--- config.mk ---
export PLATFORM = sky130hd
export DESIGN_NAME = gate_array_palette_sync_control
export DESIGN_NICKNAME = d
export VERILOG_FILES = /design/src/rtl/core/gapsc_pkg.sv /design/src/rtl/core/gapsc_pal_ram.sv /design/src/rtl/core/gapsc_ctrl.sv /design/src/rtl/core/gate_array_palette_sync_control.sv
export SDC_FILE = /design/constraint.sdc
export NUM_CORES = 1
export LEC_CHECK = 0
export ABC_AREA = 1
export BUFFER_PORTS_ARGS = -buffer_cell sky130_fd_sc_hd__buf_2
export CAP_MARGIN = 20
export CORE_ASPECT_RATIO = 0.8
export CORE_UTILIZATION = 52
export CTS_BUF_LIST = sky130_fd_sc_hd__clkbuf_16
export CTS_CLUSTER_SIZE = 16
export DETAILED_ROUTE_END_ITERATION = 7
export PLACE_DENSITY = 0.74
export RECOVER_POWER = 25
export SLEW_MARGIN = 20
export SYNTH_ARGS = -nofsm -noshare
export SYNTH_HDL_FRONTEND = slang
export SYNTH_SLANG_ARGS = --single-unit
--- constraint.sdc ---
create_clock -name aclk -period 2 [get_ports aclk]
set_clock_uncertainty 0.15 [all_clocks]
set_input_delay 0.3 -clock aclk [delete_from_list [all_inputs] [get_ports aclk]]
set_output_delay 0.3 -clock aclk [all_outputs]
set_load 0.05 [all_outputs]
--- src/rtl/core/gapsc_pkg.sv ---
// Shared types and constants for the gate array palette and sync control block.
package gapsc_pkg;

    localparam int PEN_COUNT = 17;
    localparam int PEN_W     = 5;
    localparam int COLOUR_W  = 5;
    localparam int MF_W      = 6;
    localparam int MODE_W    = 2;
    localparam int BCNT_W    = 3;
    localparam int OUT_W     = 25;

    localparam logic [PEN_W-1:0]  BORDER_PEN = 5'd16;
    localparam logic [BCNT_W-1:0] BCNT_SYNC_ON  = 3'd1;
    localparam logic [BCNT_W-1:0] BCNT_SYNC_OFF = 3'd5;
    localparam logic [BCNT_W-1:0] BCNT_MAX      = 3'd7;

    localparam logic [1:0] ACT_WRITE = 2'd0;
    localparam logic [1:0] ACT_HSYNC = 2'd1;
    localparam logic [1:0] ACT_VSYNC = 2'd2;
    localparam logic [1:0] ACT_TICK  = 2'd3;

    localparam logic [1:0] WR_PEN    = 2'b00;
    localparam logic [1:0] WR_COLOUR = 2'b01;
    localparam logic [1:0] WR_MF     = 2'b10;
    localparam logic [1:0] WR_NONE   = 2'b11;

    typedef struct packed {
        logic                we;
        logic                re;
        logic [PEN_W-1:0]    addr;
        logic [COLOUR_W-1:0] wdata;
    } gapsc_mem_req_t;

    typedef struct packed {
        logic              vblank;
        logic              hblank;
        logic              mon_sync;
        logic              irq;
        logic [MODE_W-1:0] line_mode;
        logic [MF_W-1:0]   mf;
        logic              colour_written;
        logic [PEN_W-1:0]  pen;
    } gapsc_status_t;

endpackage

--- src/rtl/core/gapsc_pal_ram.sv ---
// Palette memory: 17 entries, one port, write-first, registered read, valid bits for reset.
module gapsc_pal_ram
    import gapsc_pkg::*;
(
    input  logic                aclk,
    input  logic                aresetn,
    input  gapsc_mem_req_t      req,
    output logic [COLOUR_W-1:0] rd_data
);

    logic [COLOUR_W-1:0]  mem [PEN_COUNT];
    logic [PEN_COUNT-1:0] valid_reg;
    logic [COLOUR_W-1:0]  rd_data_reg;

    always_ff @(posedge aclk) begin
        if (req.we) begin
            mem[req.addr] <= req.wdata;
        end
    end

    always_ff @(posedge aclk) begin
        if (!aresetn) begin
            valid_reg <= '0;
        end else if (req.we) begin
            valid_reg[req.addr] <= 1'b1;
        end
    end

    always_ff @(posedge aclk) begin
        if (req.we) begin
            rd_data_reg <= req.wdata;
        end else if (req.re) begin
            rd_data_reg <= valid_reg[req.addr] ? mem[req.addr] : '0;
        end
    end

    assign rd_data = rd_data_reg;

`ifndef SYNTHESIS
    a_write_first: assert property (@(posedge aclk) disable iff (!aresetn)
        req.we |=> rd_data == $past(req.wdata))
        else $error("palette write not returned on read port");
`endif

endmodule

--- src/rtl/core/gapsc_ctrl.sv ---
// Event decode and control registers: pen select, multifunction, sync, blanking, irq.
module gapsc_ctrl
    import gapsc_pkg::*;
(
    input  logic           aclk,
    input  logic           aresetn,
    input  logic           accept,
    input  logic [1:0]     action,
    input  logic [7:0]     data,
    input  logic           level,
    input  logic           timer_out,
    output gapsc_mem_req_t mem_req,
    output gapsc_status_t  status
);

    logic [PEN_W-1:0]  pen_reg,   pen_next;
    logic [MF_W-1:0]   mf_reg,    mf_next;
    logic [MODE_W-1:0] mode_reg,  mode_next;
    logic              irq_reg,   irq_next;
    logic              hs_reg,    hs_next;
    logic [BCNT_W-1:0] bcnt_reg,  bcnt_next;
    logic              mon_reg,   mon_next;
    logic              vs_reg,    vs_next;
    logic              cw_reg,    cw_next;

    always_comb begin
        pen_next  = pen_reg;
        mf_next   = mf_reg;
        mode_next = mode_reg;
        irq_next  = irq_reg;
        hs_next   = hs_reg;
        bcnt_next = bcnt_reg;
        mon_next  = mon_reg;
        vs_next   = vs_reg;
        cw_next   = 1'b0;
        unique case (action)
            ACT_WRITE: begin
                unique case (data[7:6])
                    WR_PEN: begin
                        pen_next = data[4] ? BORDER_PEN : {1'b0, data[3:0]};
                    end
                    WR_COLOUR: begin
                        cw_next = 1'b1;
                    end
                    WR_MF: begin
                        mf_next = data[5:0];
                        if (data[4]) begin
                            irq_next = 1'b0;
                        end
                    end
                    default: begin
                    end
                endcase
            end
            ACT_HSYNC: begin
                if (level) begin
                    hs_next   = 1'b1;
                    bcnt_next = '0;
                    mode_next = mf_reg[MODE_W-1:0];
                end else begin
                    hs_next  = 1'b0;
                    mon_next = 1'b0;
                end
                irq_next = timer_out;
            end
            ACT_VSYNC: begin
                if (level != vs_reg) begin
                    vs_next = level;
                    if (level) begin
                        irq_next = timer_out;
                    end
                end
            end
            default: begin
                if (hs_reg) begin
                    if (bcnt_reg == BCNT_SYNC_ON) begin
                        mon_next = 1'b1;
                    end else if (bcnt_reg == BCNT_SYNC_OFF) begin
                        mon_next = 1'b0;
                    end
                    if (bcnt_reg != BCNT_MAX) begin
                        bcnt_next = bcnt_reg + 1'b1;
                    end
                end
            end
        endcase
    end

    always_ff @(posedge aclk) begin
        if (!aresetn) begin
            pen_reg  <= '0;
            mf_reg   <= '0;
            mode_reg <= '0;
            irq_reg  <= 1'b0;
            hs_reg   <= 1'b0;
            bcnt_reg <= '0;
            mon_reg  <= 1'b0;
            vs_reg   <= 1'b0;
            cw_reg   <= 1'b0;
        end else if (accept) begin
            pen_reg  <= pen_next;
            mf_reg   <= mf_next;
            mode_reg <= mode_next;
            irq_reg  <= irq_next;
            hs_reg   <= hs_next;
            bcnt_reg <= bcnt_next;
            mon_reg  <= mon_next;
            vs_reg   <= vs_next;
            cw_reg   <= cw_next;
        end
    end

    // colour write goes to the current pen; anything else reads the new pen
    assign mem_req.we    = accept && cw_next;
    assign mem_req.re    = accept && !cw_next;
    assign mem_req.addr  = cw_next ? pen_reg : pen_next;
    assign mem_req.wdata = data[COLOUR_W-1:0];

    assign status.vblank         = vs_reg;
    assign status.hblank         = hs_reg;
    assign status.mon_sync       = mon_reg;
    assign status.irq            = irq_reg;
    assign status.line_mode      = mode_reg;
    assign status.mf             = mf_reg;
    assign status.colour_written = cw_reg;
    assign status.pen            = pen_reg;

`ifndef SYNTHESIS
    a_mon_in_hblank: assert property (@(posedge aclk) disable iff (!aresetn)
        mon_reg |-> hs_reg)
        else $error("monitor sync active outside hblank");
    a_mon_start: assert property (@(posedge aclk) disable iff (!aresetn)
        $rose(mon_reg) |-> $past(bcnt_reg) == BCNT_SYNC_ON)
        else $error("monitor sync started at wrong blank count");
`endif

endmodule

--- src/rtl/core/gate_array_palette_sync_control.sv ---
// Top level of the gate array palette and sync control block.
//
//  channel | dir | handshake           | payload
//  s_      | in  | s_tvalid / s_tready | s_tuser action, s_tdata data, level, timer_out
//  m_      | out | m_tvalid / m_tready | m_tdata pen, colour, flags, mode, sync, blanking
//
// One request per cycle sustained while m_tready holds high; a result passes through
// the registered read of the palette memory and then the output register.
// Reset: synchronous, active low; palette entries read as zero until written.
// A stalled output holds one result and one more request is taken into the
// memory read stage before s_tready drops.
module gate_array_palette_sync_control
    import gapsc_pkg::*;
(
    input  logic        aclk,
    input  logic        aresetn,
    input  logic        s_tvalid,
    output logic        s_tready,
    input  logic [15:0] s_tdata,  // [7:0] data, [8] level, [9] timer_out
    input  logic [1:0]  s_tuser,  // [1:0] action
    output logic        m_tvalid,
    input  logic        m_tready,
    output logic [31:0] m_tdata   // [4:0] pen_index, [9:5] pen_colour, [10] colour_written,
                                  // [16:11] mf_value, [18:17] line_mode, [19] upper_rom_on,
                                  // [20] lower_rom_on, [21] irq, [22] monitor_hsync,
                                  // [23] hblank, [24] vblank
);

    gapsc_mem_req_t      mem_req;
    gapsc_status_t       status;
    logic [COLOUR_W-1:0] rd_colour;

    logic             s2_valid_reg, s2_valid_next;
    logic             out_valid_reg, out_valid_next;
    logic [OUT_W-1:0] out_data_reg, out_data_next;
    logic             accept;
    logic             s2_adv;

    assign s2_adv   = s2_valid_reg && (!out_valid_reg || m_tready);
    assign s_tready = !s2_valid_reg || s2_adv;
    assign accept   = s_tvalid && s_tready;

    gapsc_ctrl u_ctrl (
        .aclk      (aclk),
        .aresetn   (aresetn),
        .accept    (accept),
        .action    (s_tuser),
        .data      (s_tdata[7:0]),
        .level     (s_tdata[8]),
        .timer_out (s_tdata[9]),
        .mem_req   (mem_req),
        .status    (status)
    );

    gapsc_pal_ram u_pal_ram (
        .aclk    (aclk),
        .aresetn (aresetn),
        .req     (mem_req),
        .rd_data (rd_colour)
    );

    always_comb begin
        s2_valid_next  = accept ? 1'b1 : (s2_adv ? 1'b0 : s2_valid_reg);
        out_valid_next = s2_adv ? 1'b1 : (m_tready ? 1'b0 : out_valid_reg);
        out_data_next  = {status.vblank, status.hblank, status.mon_sync, status.irq,
                          !status.mf[2], !status.mf[3], status.line_mode, status.mf,
                          status.colour_written, rd_colour, status.pen};
    end

    always_ff @(posedge aclk) begin
        if (!aresetn) begin
            s2_valid_reg  <= 1'b0;
            out_valid_reg <= 1'b0;
        end else begin
            s2_valid_reg  <= s2_valid_next;
            out_valid_reg <= out_valid_next;
        end
    end

    always_ff @(posedge aclk) begin
        if (s2_adv) begin
            out_data_reg <= out_data_next;
        end
    end

    assign m_tvalid = out_valid_reg;
    assign m_tdata  = {{(32-OUT_W){1'b0}}, out_data_reg};

`ifndef SYNTHESIS
    a_out_from_s2: assert property (@(posedge aclk) disable iff (!aresetn)
        $rose(out_valid_reg) |-> $past(s2_valid_reg))
        else $error("result presented without a pending request");
`endif

endmodule

; ---- Yosys cells after proc, flatten, opt, wreduce, memory -nomap -nowiden
; Memories as Yosys holds them, arrays and structs flattened.
; Index checks and enable logic that the tools add are counted.
[classes]
bitwise = 2
reduce_logical = 29
muxes = 34
eq_ne = 14
addsub = 1
n_lt_le_gt_ge = 2
[ops]
columns = cell, n
row1 = 5-bit 2-to-1 mux, 7
row2 = 1-bit 2-to-1 mux, 19
row3 = 17-bit OR, 1
row4 = 2-bit != test (second input constant), 5
row5 = 5-bit AND reduction, 2
row6 = 2-bit nonzero test, 5
row7 = 3-bit 2-to-1 mux, 3
row8 = 3-bit AND reduction, 3
row9 = 5-bit by 6-bit < comparator with 1-bit output (second input constant), 1
row10 = 3-bit case mux with 2 select lines, 1
row11 = 6-bit AND reduction, 1
row12 = 3-bit nonzero test, 2
row13 = 1-bit binary-select mux with 5-bit select, 1
row14 = 1-bit demux with 5-bit select, 1
row15 = 5-bit by 1-bit greater-or-equal comparator with 1-bit output (second input constant), 1
row16 = 1-bit logical AND, 5
row17 = 1-bit logical NOT, 5
row18 = 2-bit by 1-bit equality test with 1-bit output (second input constant), 2
row19 = 2-bit equality test (second input constant), 2
row20 = 2-bit logical NOT, 2
row21 = 3-bit by 1-bit adder with 3-bit output (second input constant), 1
row22 = 3-bit by 1-bit equality test with 1-bit output (second input constant), 1
row23 = 3-bit equality test (second input constant), 1
row24 = 3-bit != test (second input constant), 1
row25 = 8 further kinds, 9
[word_totals]
reg_bits = 70
ram_bits = 85
output_inout_bits = 34
mem_count = 1
inputBits = 22
[mem_list]
columns = name, depth, width, rd, rd_ports_with_merged_regs, wr, line
row1 = u_pal_ram.mem, 17, 5, 1, 0, 1, gapsc_pal_ram.sv:11  ; logic [COLOUR_W-1:0] mem [PEN_COUNT];

; ---- Longest topological paths before layout
; Gate-level depths: netlist of the first run.
[depth]
ltp_word = 9
mapped_depth = 17

; ---- By module
; Synthesis of the first run repeated with hierarchy kept, for this count alone.
[unflattened]
hier_cells = 677
area_unflattened_um2 = 6596.3
[modules_own_cells]
columns = mod, n_inst, seq_area_each_um2, area_per_inst_um2, cells_per_inst
row1 = gapsc_pal_ram, 1, 3042.9, 4485.6, 455
row2 = gapsc_ctrl, 1, 420.4, 1201.2, 174
row3 = gate_array_palette_sync_control, 1, 790.8, 909.6, 48

; ---- Worst setup path after synthesis of the first run
; OpenSTA, ideal clock, no wires.
[synth_timing]
kind = reg2reg
start = register out_valid_reg (netlist: m_tvalid)
end = memory u_pal_ram.mem[13][0], enable pin
setup_ns = 0.347
synth_period_minus_slack_ns = 2.623
t_arrival_ns = 2.126
required_ns = 1.503
n_path_buf = 1
stages_incl_launch_ff = 9
slack_ns = -0.623
cell_sequence = dfxtp_1 > nand3_1 > nand2_1 > inv_1 > nand3_1 > buf_2 > nor2_1 > inv_2 > nor2_1
[synth_between]
elab_chain_cells = 8
[synth_lines]
columns = element, line
row1 = from (decl), gate_array_palette_sync_control.sv:34  ; logic out_valid_reg, out_valid_next;
row2 = from (signal assigned), gate_array_palette_sync_control.sv:76  ; out_valid_reg <= out_valid_next;
row3 = 1-bit logical NOT, gate_array_palette_sync_control.sv:39  ; assign s2_adv = s2_valid_reg && (!out_valid_reg || m_tready);
row4 = 1-bit logical OR, gate_array_palette_sync_control.sv:39
row5 = 1-bit logical AND, gate_array_palette_sync_control.sv:39
row6 = 1-bit logical OR, gate_array_palette_sync_control.sv:40  ; assign s_tready = !s2_valid_reg || s2_adv;
row7 = via s_tready, gate_array_palette_sync_control.sv:18  ; output logic s_tready,
row8 = 1-bit logical AND, gate_array_palette_sync_control.sv:41  ; assign accept = s_tvalid && s_tready;
row9 = 1-bit logical AND, gapsc_ctrl.sv:114  ; assign mem_req.we = accept && cw_next;
row10 = 1-bit 2-to-1 mux, gapsc_pal_ram.sv:16  ; if (req.we) begin
row11 = 1-bit 2-to-1 mux (implied by the code), gapsc_pal_ram.sv:17  ; mem[req.addr] <= req.wdata;
row12 = to (decl), gapsc_pal_ram.sv:11
; The timed path passes the listed nets, and every way through them passes these cells.

; ---- Final worst setup path of the first run
[layout_timing]
start = input s_tuser[1]
end = register u_pal_ram.rd_data_reg[0] (netlist: u_pal_ram.rd_data[0]) (data pin)
[layout_between]
elab_chain_cells = 8
word_cells_on_any_way = 11
classes_between = mux: 8 / reduce/logical: 2 / memory: 1
[layout_lines]
columns = element, line
row1 = from (decl), gate_array_palette_sync_control.sv:20  ; input logic [1:0] s_tuser,
row2 = 2-bit logical NOT *, gapsc_ctrl.sv:36  ; unique case (action)
row3 = 5-bit 2-to-1 mux or 1-bit 2-to-1 mux (tied branches), gapsc_ctrl.sv:36
row4 = 5-bit 2-to-1 mux, gapsc_ctrl.sv:116  ; assign mem_req.addr = cw_next ? pen_reg : pen_next;
row5 = 1-bit binary-select mux with 5-bit select, gapsc_pal_ram.sv:33  ; rd_data_reg <= valid_reg[req.addr] ? mem[req.addr] : '0;
row6 = 1-bit 2-to-1 mux (implied by the code), gapsc_pal_ram.sv:33
row7 = 5-bit 2-to-1 mux, gapsc_pal_ram.sv:33
row8 = 5-bit 2-to-1 mux, gapsc_pal_ram.sv:32  ; end else if (req.re) begin
row9 = 5-bit 2-to-1 mux *, gapsc_pal_ram.sv:30  ; if (req.we) begin
row10 = to (signal assigned), gapsc_pal_ram.sv:31  ; rd_data_reg <= req.wdata;
row11 = to (signal assigned), gapsc_pal_ram.sv:33
row12 = to (decl), gapsc_pal_ram.sv:13  ; logic [COLOUR_W-1:0] rd_data_reg;
; Every way passes the cells marked *; elsewhere a longest branch is shown, timed or not. The select of a mux whose other input is x is not followed.
; A chain may end at the register's enable or synchronous reset.

==> metrics list, run 1 <==
* Power per cell area: 902 nW/um^2
* Clock latency at the later pin of the worst-skew pair: 430 ps
- After detailed routing, the average wire length per cell comes to 18.3 um.
* Synth cell types: 29
* Maximum number of pins on one net before global-route repair: 35
* Hold-critical path endpoint: s2_valid_reg$_SDFFE_PN0P_
- Summing every instance area after synthesis gives 6410 sq um.
- The tree built by TritonCTS fans out to 155 sinks.
* Critical-path maximum fanout: 8
* VDD IR max: 0.00101 V
- Die H: 101 um
* Die extent in x: 126 um
- For the worst setup path, the data required time is 2150 ps.
- Final clock period utilization by the worst path: 99.9%
* DRC errors left: 0
- Met3 usage: 5.23%
- Among all cell types in the netlist, the one instantiated most often is sky130_fd_sc_hd__nand2_1.
- The first routing iteration left 518 violations.
* Critical path class: input pin to register
- In the post-route analysis, the smallest setup slack over all paths is 2.42 ps.
* Startpoint type of the worst setup path: input pin
* Yosys Warn Count: 0
- Summed over all cells, the static leakage comes to 3.36 nW.
- Final hold violation count: 0
- In the final layout, the share of cells above drive strength 1 is 27.0%.
- The congestion estimate from routability-driven global placement came to 0.878.
- Sequential cells were found to cover 66.3% of the synthesized design area.
- At the worst endpoint, the arrival time is 2140 ps.
* Flip-flop count of the largest register, all copies and words added: 85
- In this run the critical register-to-register path is captured at u_pal_ram.rd_data[2]$_DFFE_PP_.
- Summed over all instances, the cell type with the most area after synthesis is sky130_fd_sc_hd__edfxtp_1.
- H-tree depth reported by CTS: 4
- Counting flops and latches in the post-synthesis netlist gives 155.
* Drt pass-1 iters: 5
- Vias/cell: 5.48
- Top-Level Pins: 56
- The wire-length estimate of the detail-placed layout is 10.7 mm.
- Inserted Diodes: 0
- Slew HR: 29.1%
- R2R depth: 14
- Area grow syn2layout: 29.3%
- MaxCap Viol Count: 0
- On the final layout, the worst hold slack is 38.2 ps.
- The floorplan has 35 rows.
- Synth top area cells: sky130_fd_sc_hd__edfxtp_1 (54%), sky130_fd_sc_hd__dfxtp_1 (12%), sky130_fd_sc_hd__nand2_1 (10%), sky130_fd_sc_hd__nor2_1 (6.8%), sky130_fd_sc_hd__o21ai_0 (3.4%)
- Post-synthesis area per instance: 9.97 sq um
* Worst r2r src: u_ctrl.pen_reg[0]$_SDFFE_PN0P_
- Setup-failing EPs final: 0
* Total number of nets in the final design: 785
- Number of global-route vias before repair: 4,600
- Die outline area: 12,800 sq um
* Register clock-pin slew on the reported worst setup and hold paths: 60 ps
- The global routing stage identified its most utilized layer as met2.
- Number of max-slew violations in the final report: 0
* Aggregate global routing overflow: 0
- Initial standard-cell utilization of the core: 54.4%
* Critical path endpoint category: register
- Of all flip-flops after synthesis, the portion carrying an async set or reset was 0%.
- The filler cells instantiated in the layout total 803.
* Clock Tree Root: sky130_fd_sc_hd__clkbuf_16
- Worst-case clock buffer depth: 2
* Met2 usage in global routing: 41.5%
- Number of port buffers: 42
- At the placement stage, the worst setup path has a slack of -480 ps.
* Critical hold path startpoint: m_tready
* Slew at the pin with the worst max-slew slack: 1060 ps
- Prevailing post-synth register cell: sky130_fd_sc_hd__edfxtp_1
- Ranking of synthesized cells by instance count: sky130_fd_sc_hd__nand2_1 (171), sky130_fd_sc_hd__nor2_1 (116), sky130_fd_sc_hd__edfxtp_1 (115)
- Maximum clock rate: 0.501 GHz
- Clock tree from TritonCTS: yes
* Core area: 11,800 sq um
* Path category of the worst min-delay check: input pin to register
* Post-synth EDFFs: 115
* Register-to-register setup slack: 50 ps
* Gr usage total: 25.8%
- Antenna violations before repair: 0
* TritonCTS buffer count: 17
* Met1 layer usage reported by global route: 35.3%
- The final route contains 5,032 vias.
* Top-area cell type share of the netlist area: 53.8%
- The worst hold path was traced through 4 stages.
- Outcome: completed
- Global-route wire length before repair: 24.3 mm
* Final Routed Wirelength: 16.8 mm
- Post-route antenna net violation count: 0
* Synthesized netlist cell count: 643
- Final critical delay including setup and external delays: 2000 ps
==> worst max-delay path, cell delays in order <==
cell                        delay, ps
sky130_fd_sc_hd__buf_6            100
sky130_fd_sc_hd__inv_2             70
sky130_fd_sc_hd__ha_4             160
sky130_fd_sc_hd__inv_2             50
sky130_fd_sc_hd__nor2_4           150
sky130_fd_sc_hd__nand3_4          180
sky130_fd_sc_hd__nand2_8          180
sky130_fd_sc_hd__clkbuf_16        170
sky130_fd_sc_hd__nor2_1            50
sky130_fd_sc_hd__o21ai_1          210
sky130_fd_sc_hd__nand2_1           90
sky130_fd_sc_hd__nand2_1          120
sky130_fd_sc_hd__nand3_1           90
sky130_fd_sc_hd__nor2_1           100
sky130_fd_sc_hd__nand2_1           70
sky130_fd_sc_hd__nand2_1           50
==> stage by stage <==
stage / TNS (ps) / instances / utilization (%) / instance area [sq um] / power, mW
after global routing: -243 / 918 / 70.4 / 8290 / 7.69
after floorplan: -2300 / 649 / - / 6570 / 4.02
after global placement: -29260 / 872 / 61.9 / 7290 / 4.27
after CTS: 0 / 906 / 67.0 / 7890 / 7.34
final: 0 / 918 / 70.4 / 8290 / 7.48
after detailed placement: -36800 / 872 / 61.9 / 7290 / 4.29
==> where the power goes <==
part / total [mW] / internal, mW / switching, mW
sequential: 3.52 / 3.50 / 0.0241
combinational: 0.866 / 0.299 / 0.567
clock: 3.09 / 1.74 / 1.36
total: 7.48 / 5.53 / 1.95
==> cells in the final DEF (no fill, tap or decap), types with 5 or more instances in the layout <==
master	instances
sky130_fd_sc_hd__ha_1	5
sky130_fd_sc_hd__buf_2	36
sky130_fd_sc_hd__o21ai_0	37
sky130_fd_sc_hd__clkbuf_1	10
sky130_fd_sc_hd__buf_12	5
sky130_fd_sc_hd__nand2_4	6
sky130_fd_sc_hd__nor2_2	10
sky130_fd_sc_hd__clkbuf_16	22
sky130_fd_sc_hd__nor2_1	92
sky130_fd_sc_hd__inv_1	38
sky130_fd_sc_hd__inv_6	5
sky130_fd_sc_hd__nand2_2	11
sky130_fd_sc_hd__edfxtp_1	115
sky130_fd_sc_hd__nand3_1	18
sky130_fd_sc_hd__buf_6	10
sky130_fd_sc_hd__o21ai_1	6
sky130_fd_sc_hd__dfxtp_1	38
sky130_fd_sc_hd__inv_2	13
sky130_fd_sc_hd__conb_1	7
sky130_fd_sc_hd__buf_4	41
sky130_fd_sc_hd__nand2_1	156
sky130_fd_sc_hd__a21oi_1	22
sky130_fd_sc_hd__nor2_4	17
==> timing repair <==
item	in CTS	in global routing
hold buffers	2	0
cloned	0	8
resized for setup	3	63
pin swaps	0	32
hold endpoints to repair	2	0
buffers inserted	0	4
endpoints found under the setup margin	11	60
==> how the worst max path moves through the flow <==
stage | startpoint | end | depth (start not counted)
final | s_tuser[1] | u_pal_ram.rd_data[0]$_DFFE_PP_ | 16
after global routing | u_ctrl.pen_reg[0]$_SDFFE_PN0P_ | u_pal_ram.rd_data[1]$_DFFE_PP_ | 14
after CTS | s_tuser[0] | u_pal_ram.mem[15][1]$_DFFE_PP_ | 12
after detailed placement | s_tuser[0] | u_pal_ram.rd_data[3]$_DFFE_PP_ | 13
after global placement | s_tuser[0] | u_pal_ram.mem[6][4]$_DFFE_PP_ | 10
after floorplan | m_tvalid$_SDFFE_PN0P_ | u_pal_ram.mem[1][0]$_DFFE_PP_ | 8
==> metal layers <==
metal | vias to the layer above | share of wire, %
li1 | 2342 | -
met1 | 2398 | 43
met2 | 263 | 46
met3 | 29 | 9.7
met4 | 0 | 1.7
met5 | - | 0
==> cells by family (layout without fill, tap and decap cells) <==
| logic type | count (synthesis) | after routing | synth area share (%) |
|---|---|---|---|
| flops | 155 | 155 | 66.3 |
| fa+ha+maj | 6 | 6 | 1.17 |
| buf+inv | 76 | 196 | 5.25 |
| compound gates | 77 | 77 | 6.48 |
| other cells | 1 | 7 | 0.0585 |
| simple gates | 328 | 329 | 20.7 |
==> cell type report <==
type                       count  area (sq um)  share of cell area (%)
clock buffer                  17           425                    5.13
clock inverter                15           140                    1.69
inverter                      53           204                    2.46
multi-input combinational    419          2160                    26.1
sequential                   155          4260                    51.4
tap                          148           185                    2.23
timing repair buffer         111           913                    11.0
No activity file was read; power rests on OpenSTA's default activity.
==> inputs of run 2 (changes only) <==
--- a/config.mk
+++ b/config.mk
@@ -10,7 +10,6 @@
 export CAP_MARGIN = 20
 export CORE_ASPECT_RATIO = 0.8
 export CORE_UTILIZATION = 52
-export CTS_BUF_LIST = sky130_fd_sc_hd__clkbuf_16
 export CTS_CLUSTER_SIZE = 16
 export DETAILED_ROUTE_END_ITERATION = 7
 export PLACE_DENSITY = 0.74
@@ -18,4 +17,5 @@
 export SLEW_MARGIN = 20
 export SYNTH_ARGS = -nofsm -noshare
 export SYNTH_HDL_FRONTEND = slang
+export SYNTH_HIERARCHICAL = 1
 export SYNTH_SLANG_ARGS = --single-unit
==> run 2 against run 1 <==
Net effect:
- the flow now finishes with violations (setup timing)
- critical path depth is 1 lower
- via count is 0.50% lower
- non-clock buffer count is 2 lower
- power is 2.0% higher
- area after synthesis is 2.8% higher
- sequential power hardly changed
- global-route usage is 1.8 points lower
- critical path type unchanged
- highest routed layer unchanged
==> metrics list, run 2 <==
- The worst register-to-register path begins at u_ctrl/pen_reg[0]$_SDFFE_PN0P_.
- Slew at the pin with the worst max-slew slack: 1160 ps (+95.2 ps)
- The run finished, with violations left.
- The clock transition at the registers of the reported paths came to 60 ps (about the same).
- Die outline area: 13,100 sq um (+2.8%)
- The width of the die was 128 um (+1.4%).
* Vias/cell: 5.21 (-4.9%)
- The library cell used most frequently in the layout, excluding fill and tap cells, is sky130_fd_sc_hd__nand2_1.
* Cell area after synthesis: 6600 sq um (+2.8%)
- The post-layout worst setup margin is -89.2 ps (-91.7 ps).
- Data arrival time of the critical path: 2120 ps (-20 ps)
- The number of cells on the worst hold path came to 4 (unchanged).
- Final hold violation count: 0 (unchanged)
* Initial standard-cell utilization of the core: 53.8% (-0.61 points)
- The fraction of synthesis flops using an asynchronous set or reset pin was 0% (unchanged).
* Sequential element share of the synthesized area: 64.5% (-1.8 points)
- Post-detail-place hpwl: 10.2 mm (-4.4%)
* Post-synth EDFFs: 115 (unchanged)
- The violation count after the first detailed-routing iteration is 567 (+9.5%).
* MaxCap Viol Count: 0 (unchanged)
* Num rows: 36 (+2.9%)
- The final reports fail on setup timing.
* TritonCTS buffer count: 17 (unchanged)
- Startpoint type of the worst setup path: input pin
* Launching instance or port of the critical path: s_tuser[1]
- Static power due to leakage: 3.49 nW (+3.7%)
- The total grt overflow was 0 (unchanged).
* Synthesized netlist cell count: 677 (+5.3%)
- The number of top-level pins came to 56 (unchanged).
- Prevailing post-synth register cell: sky130_fd_sc_hd__edfxtp_1
- Final Routed Wirelength: 15.9 mm (-5.3%)
- Final GP Congestion: 0.914 (+4.1%)
- Critical-path maximum fanout: 7 (-1)
- The mean cell area of the mapped netlist came to 9.74 sq um (-2.3%).
- The via total after detailed routing came to 5,007 (-0.50%).
- The number of sinks on the clock net was 155 (unchanged).
- Area grow syn2layout: 26.3%
- The largest total area in the synthesized netlist belongs to sky130_fd_sc_hd__edfxtp_1.
* Post-route antenna net violation count: 0 (unchanged)
* Maximum number of pins on one net before global-route repair: 35 (unchanged)
* Gr usage total: 24.0% (-1.8 points)
* Clock latency at the later pin of the worst-skew pair: 430 ps (about the same)
- Yosys attributes the largest share of cell area to sky130_fd_sc_hd__edfxtp_1 (52%), sky130_fd_sc_hd__nand2_1 (14%), sky130_fd_sc_hd__dfxtp_1 (12%), sky130_fd_sc_hd__nor2_1 (5.2%), sky130_fd_sc_hd__buf_4 (2.8%).
* Critical path endpoint category: register
- Setup repair after global routing could not meet its margin everywhere.
* Flip-flop count of the largest register, all copies and words added: 85 (unchanged)
- The number of global-route vias before repair came to 4,636 (+0.78%).
* Drt pass-1 iters: 6 (+1)
- The worst supply voltage drop on vdd is 0.000557 V (-45%).
- Yosys Warn Count: 6 (+6)
* Top-area cell type share of the netlist area: 52.4% (-1.5 points)
- The count of placed standard cells in the final layout, fillers left out is 961 (+4.7%).
* Routed wire per std cell: 16.6 um (-9.6%)
- Slew HR: 22.8% (-6.3 points)
- Register-to-register setup slack: -70 ps (-120 ps)
* Die H: 103 um (+1.4%)
* Antenna violations before repair: 0 (unchanged)
- Fraction of layout cells with a size suffix above 1: 26.7% (-0.30 points)
- The critical path ends at u_pal_ram/rd_data[4]$_DFFE_PP_.
- Total number of nets in the final design: 807 (+2.8%)
- Synth cell types: 31 (+6.9%)
- The worst setup path is of the input pin to register kind.
- Number of max-slew violations in the final report: 0 (unchanged)
* Worst-case clock buffer depth: 2 (unchanged)
- The required time of the worst setup path is 2030 ps (-120 ps).
- The flip-flop and latch count after synthesis was 155 (unchanged).
- The most common cell in the synthesized netlist is sky130_fd_sc_hd__nand2_1.
- The tree is rooted in a sky130_fd_sc_hd__clkbuf_16.
* Ranking of synthesized cells by instance count: sky130_fd_sc_hd__nand2_1 (244), sky130_fd_sc_hd__edfxtp_1 (115), sky130_fd_sc_hd__nor2_1 (91)
* Power per cell area: 916 nW/um^2 (+1.5%)
- Path category of the worst min-delay check: input pin to register
- Inserted Diodes: 0 (unchanged)
- Design Area, Final: 8330 sq um (+0.50%)
- Final clock period utilization by the worst path: 104% (+4.6 points)
* H-tree depth reported by CTS: 4 (unchanged)
* Post-layout util: 68.0% (-2.4 points)
- The residual DRC count is 0 (unchanged).
- The first-pass GRT wire length is 22.9 mm (-5.7%).
- Pre-CTS setup slack: -547 ps (-67.3 ps)
* Core area: 12,300 sq um (+4.0%)
- Clock tree from TritonCTS: yes
* Inst Count DP: 917 (+5.2%)
- The number of buffer cells added on primary ports came to 42 (unchanged).
* Worst reg2reg path endpoint: u_pal_ram/rd_data[4]$_DFFE_PP_
- Final critical delay including setup and external delays: 2090 ps (+91.7 ps)
- Cell area reported after detailed placement: 7470 sq um (+2.5%)
- R2R depth: 13 (-1)
* Most frequent cells in the layout: sky130_fd_sc_hd__nand2_1 (234), sky130_fd_sc_hd__edfxtp_1 (115), sky130_fd_sc_hd__nor2_1 (69), sky130_fd_sc_hd__buf_4 (50), sky130_fd_sc_hd__dfxtp_1 (38)
- The peak clock frequency supported by timing came to 0.479 GHz (-4.4%).
- Setup-failing EPs final: 20 (+20)
## run 2: cells by family after synthesis
group	synth area share, %
compound gates	3.66
fa+ha+maj	1.52
simple gates	23.5
other cells	0.0568
flops	64.5
buf+inv	6.75
## run 2: worst min-delay path by stage
stage,startpoint,to,slack (ps)
final,m_tready,s2_valid_reg$_SDFFE_PN0P_,40
after global placement,u_pal_ram/rd_data[4]$_DFFE_PP_,out_data_reg[9]$_DFFE_PP_,250
after global routing,m_tready,s2_valid_reg$_SDFFE_PN0P_,40
after floorplan,u_pal_ram/rd_data[0]$_DFFE_PP_,out_data_reg[5]$_DFFE_PP_,250
after CTS,m_tready,s2_valid_reg$_SDFFE_PN0P_,30
after detailed placement,u_pal_ram/rd_data[1]$_DFFE_PP_,out_data_reg[6]$_DFFE_PP_,270
## run 2: what timing repair did
item / in CTS / in global routing
cloned: 0 / 4
buffers inserted: 0 / 6
resized for setup: 14 / 39
pin swaps: 0 / 24
hold buffers: 2 / 0
endpoints found under the setup margin: 66 / 103
endpoints found under the hold margin: 2 / 0
## run 2: worst max-delay path, stage by stage
cell                       delay, ps
sky130_fd_sc_hd__buf_8           110
sky130_fd_sc_hd__inv_8            50
sky130_fd_sc_hd__ha_4            140
sky130_fd_sc_hd__nand3_4         140
sky130_fd_sc_hd__o21ai_4         220
sky130_fd_sc_hd__clkinv_4        150
sky130_fd_sc_hd__buf_12          180
sky130_fd_sc_hd__nand2_1          70
sky130_fd_sc_hd__nand2_1          60
sky130_fd_sc_hd__nand2_1          60
sky130_fd_sc_hd__nand3_1         100
sky130_fd_sc_hd__a21oi_1         230
sky130_fd_sc_hd__nand2_2         140
sky130_fd_sc_hd__nand3_1         120
sky130_fd_sc_hd__nand2_1          60
## run 2: final cells by class
type                    count  area, sq um
inverters                  52          225
repair buffers            109          837
fillers                   895         3920
well taps                 171          214
clock inverters            14          146
multi-input cells         442         2210
clock buffers              18          439
flip-flops and latches    155         4260
## run 2: layer usage
layer / GRT usage, % / share of wire [%] / vias to the layer above
met5: 0 / 0 / -
met4: 11.1 / 2.1 / 0
met3: 5.40 / 7.0 / 32
met2: 37.6 / 46 / 207
met1: 32.2 / 45 / 2387
li1: - / - / 2381
## run 2: where the power goes
part	switching, mW	internal (mW)
sequential	0.0261	3.51
clock	1.39	1.79
combinational	0.602	0.313
total	2.02	5.61
## run 2: stage by stage
step | TNS [ps] | hold slack [ps] | total power, mW
floorplan | -2400 | 250 | 4.14
global placement | -42780 | 254 | 4.38
detailed placement | -45020 | 266 | 4.40
CTS | -34.6 | 32.2 | 7.56
global route | -4560 | 42.8 | 7.86
finish | -1020 | 37.4 | 7.63
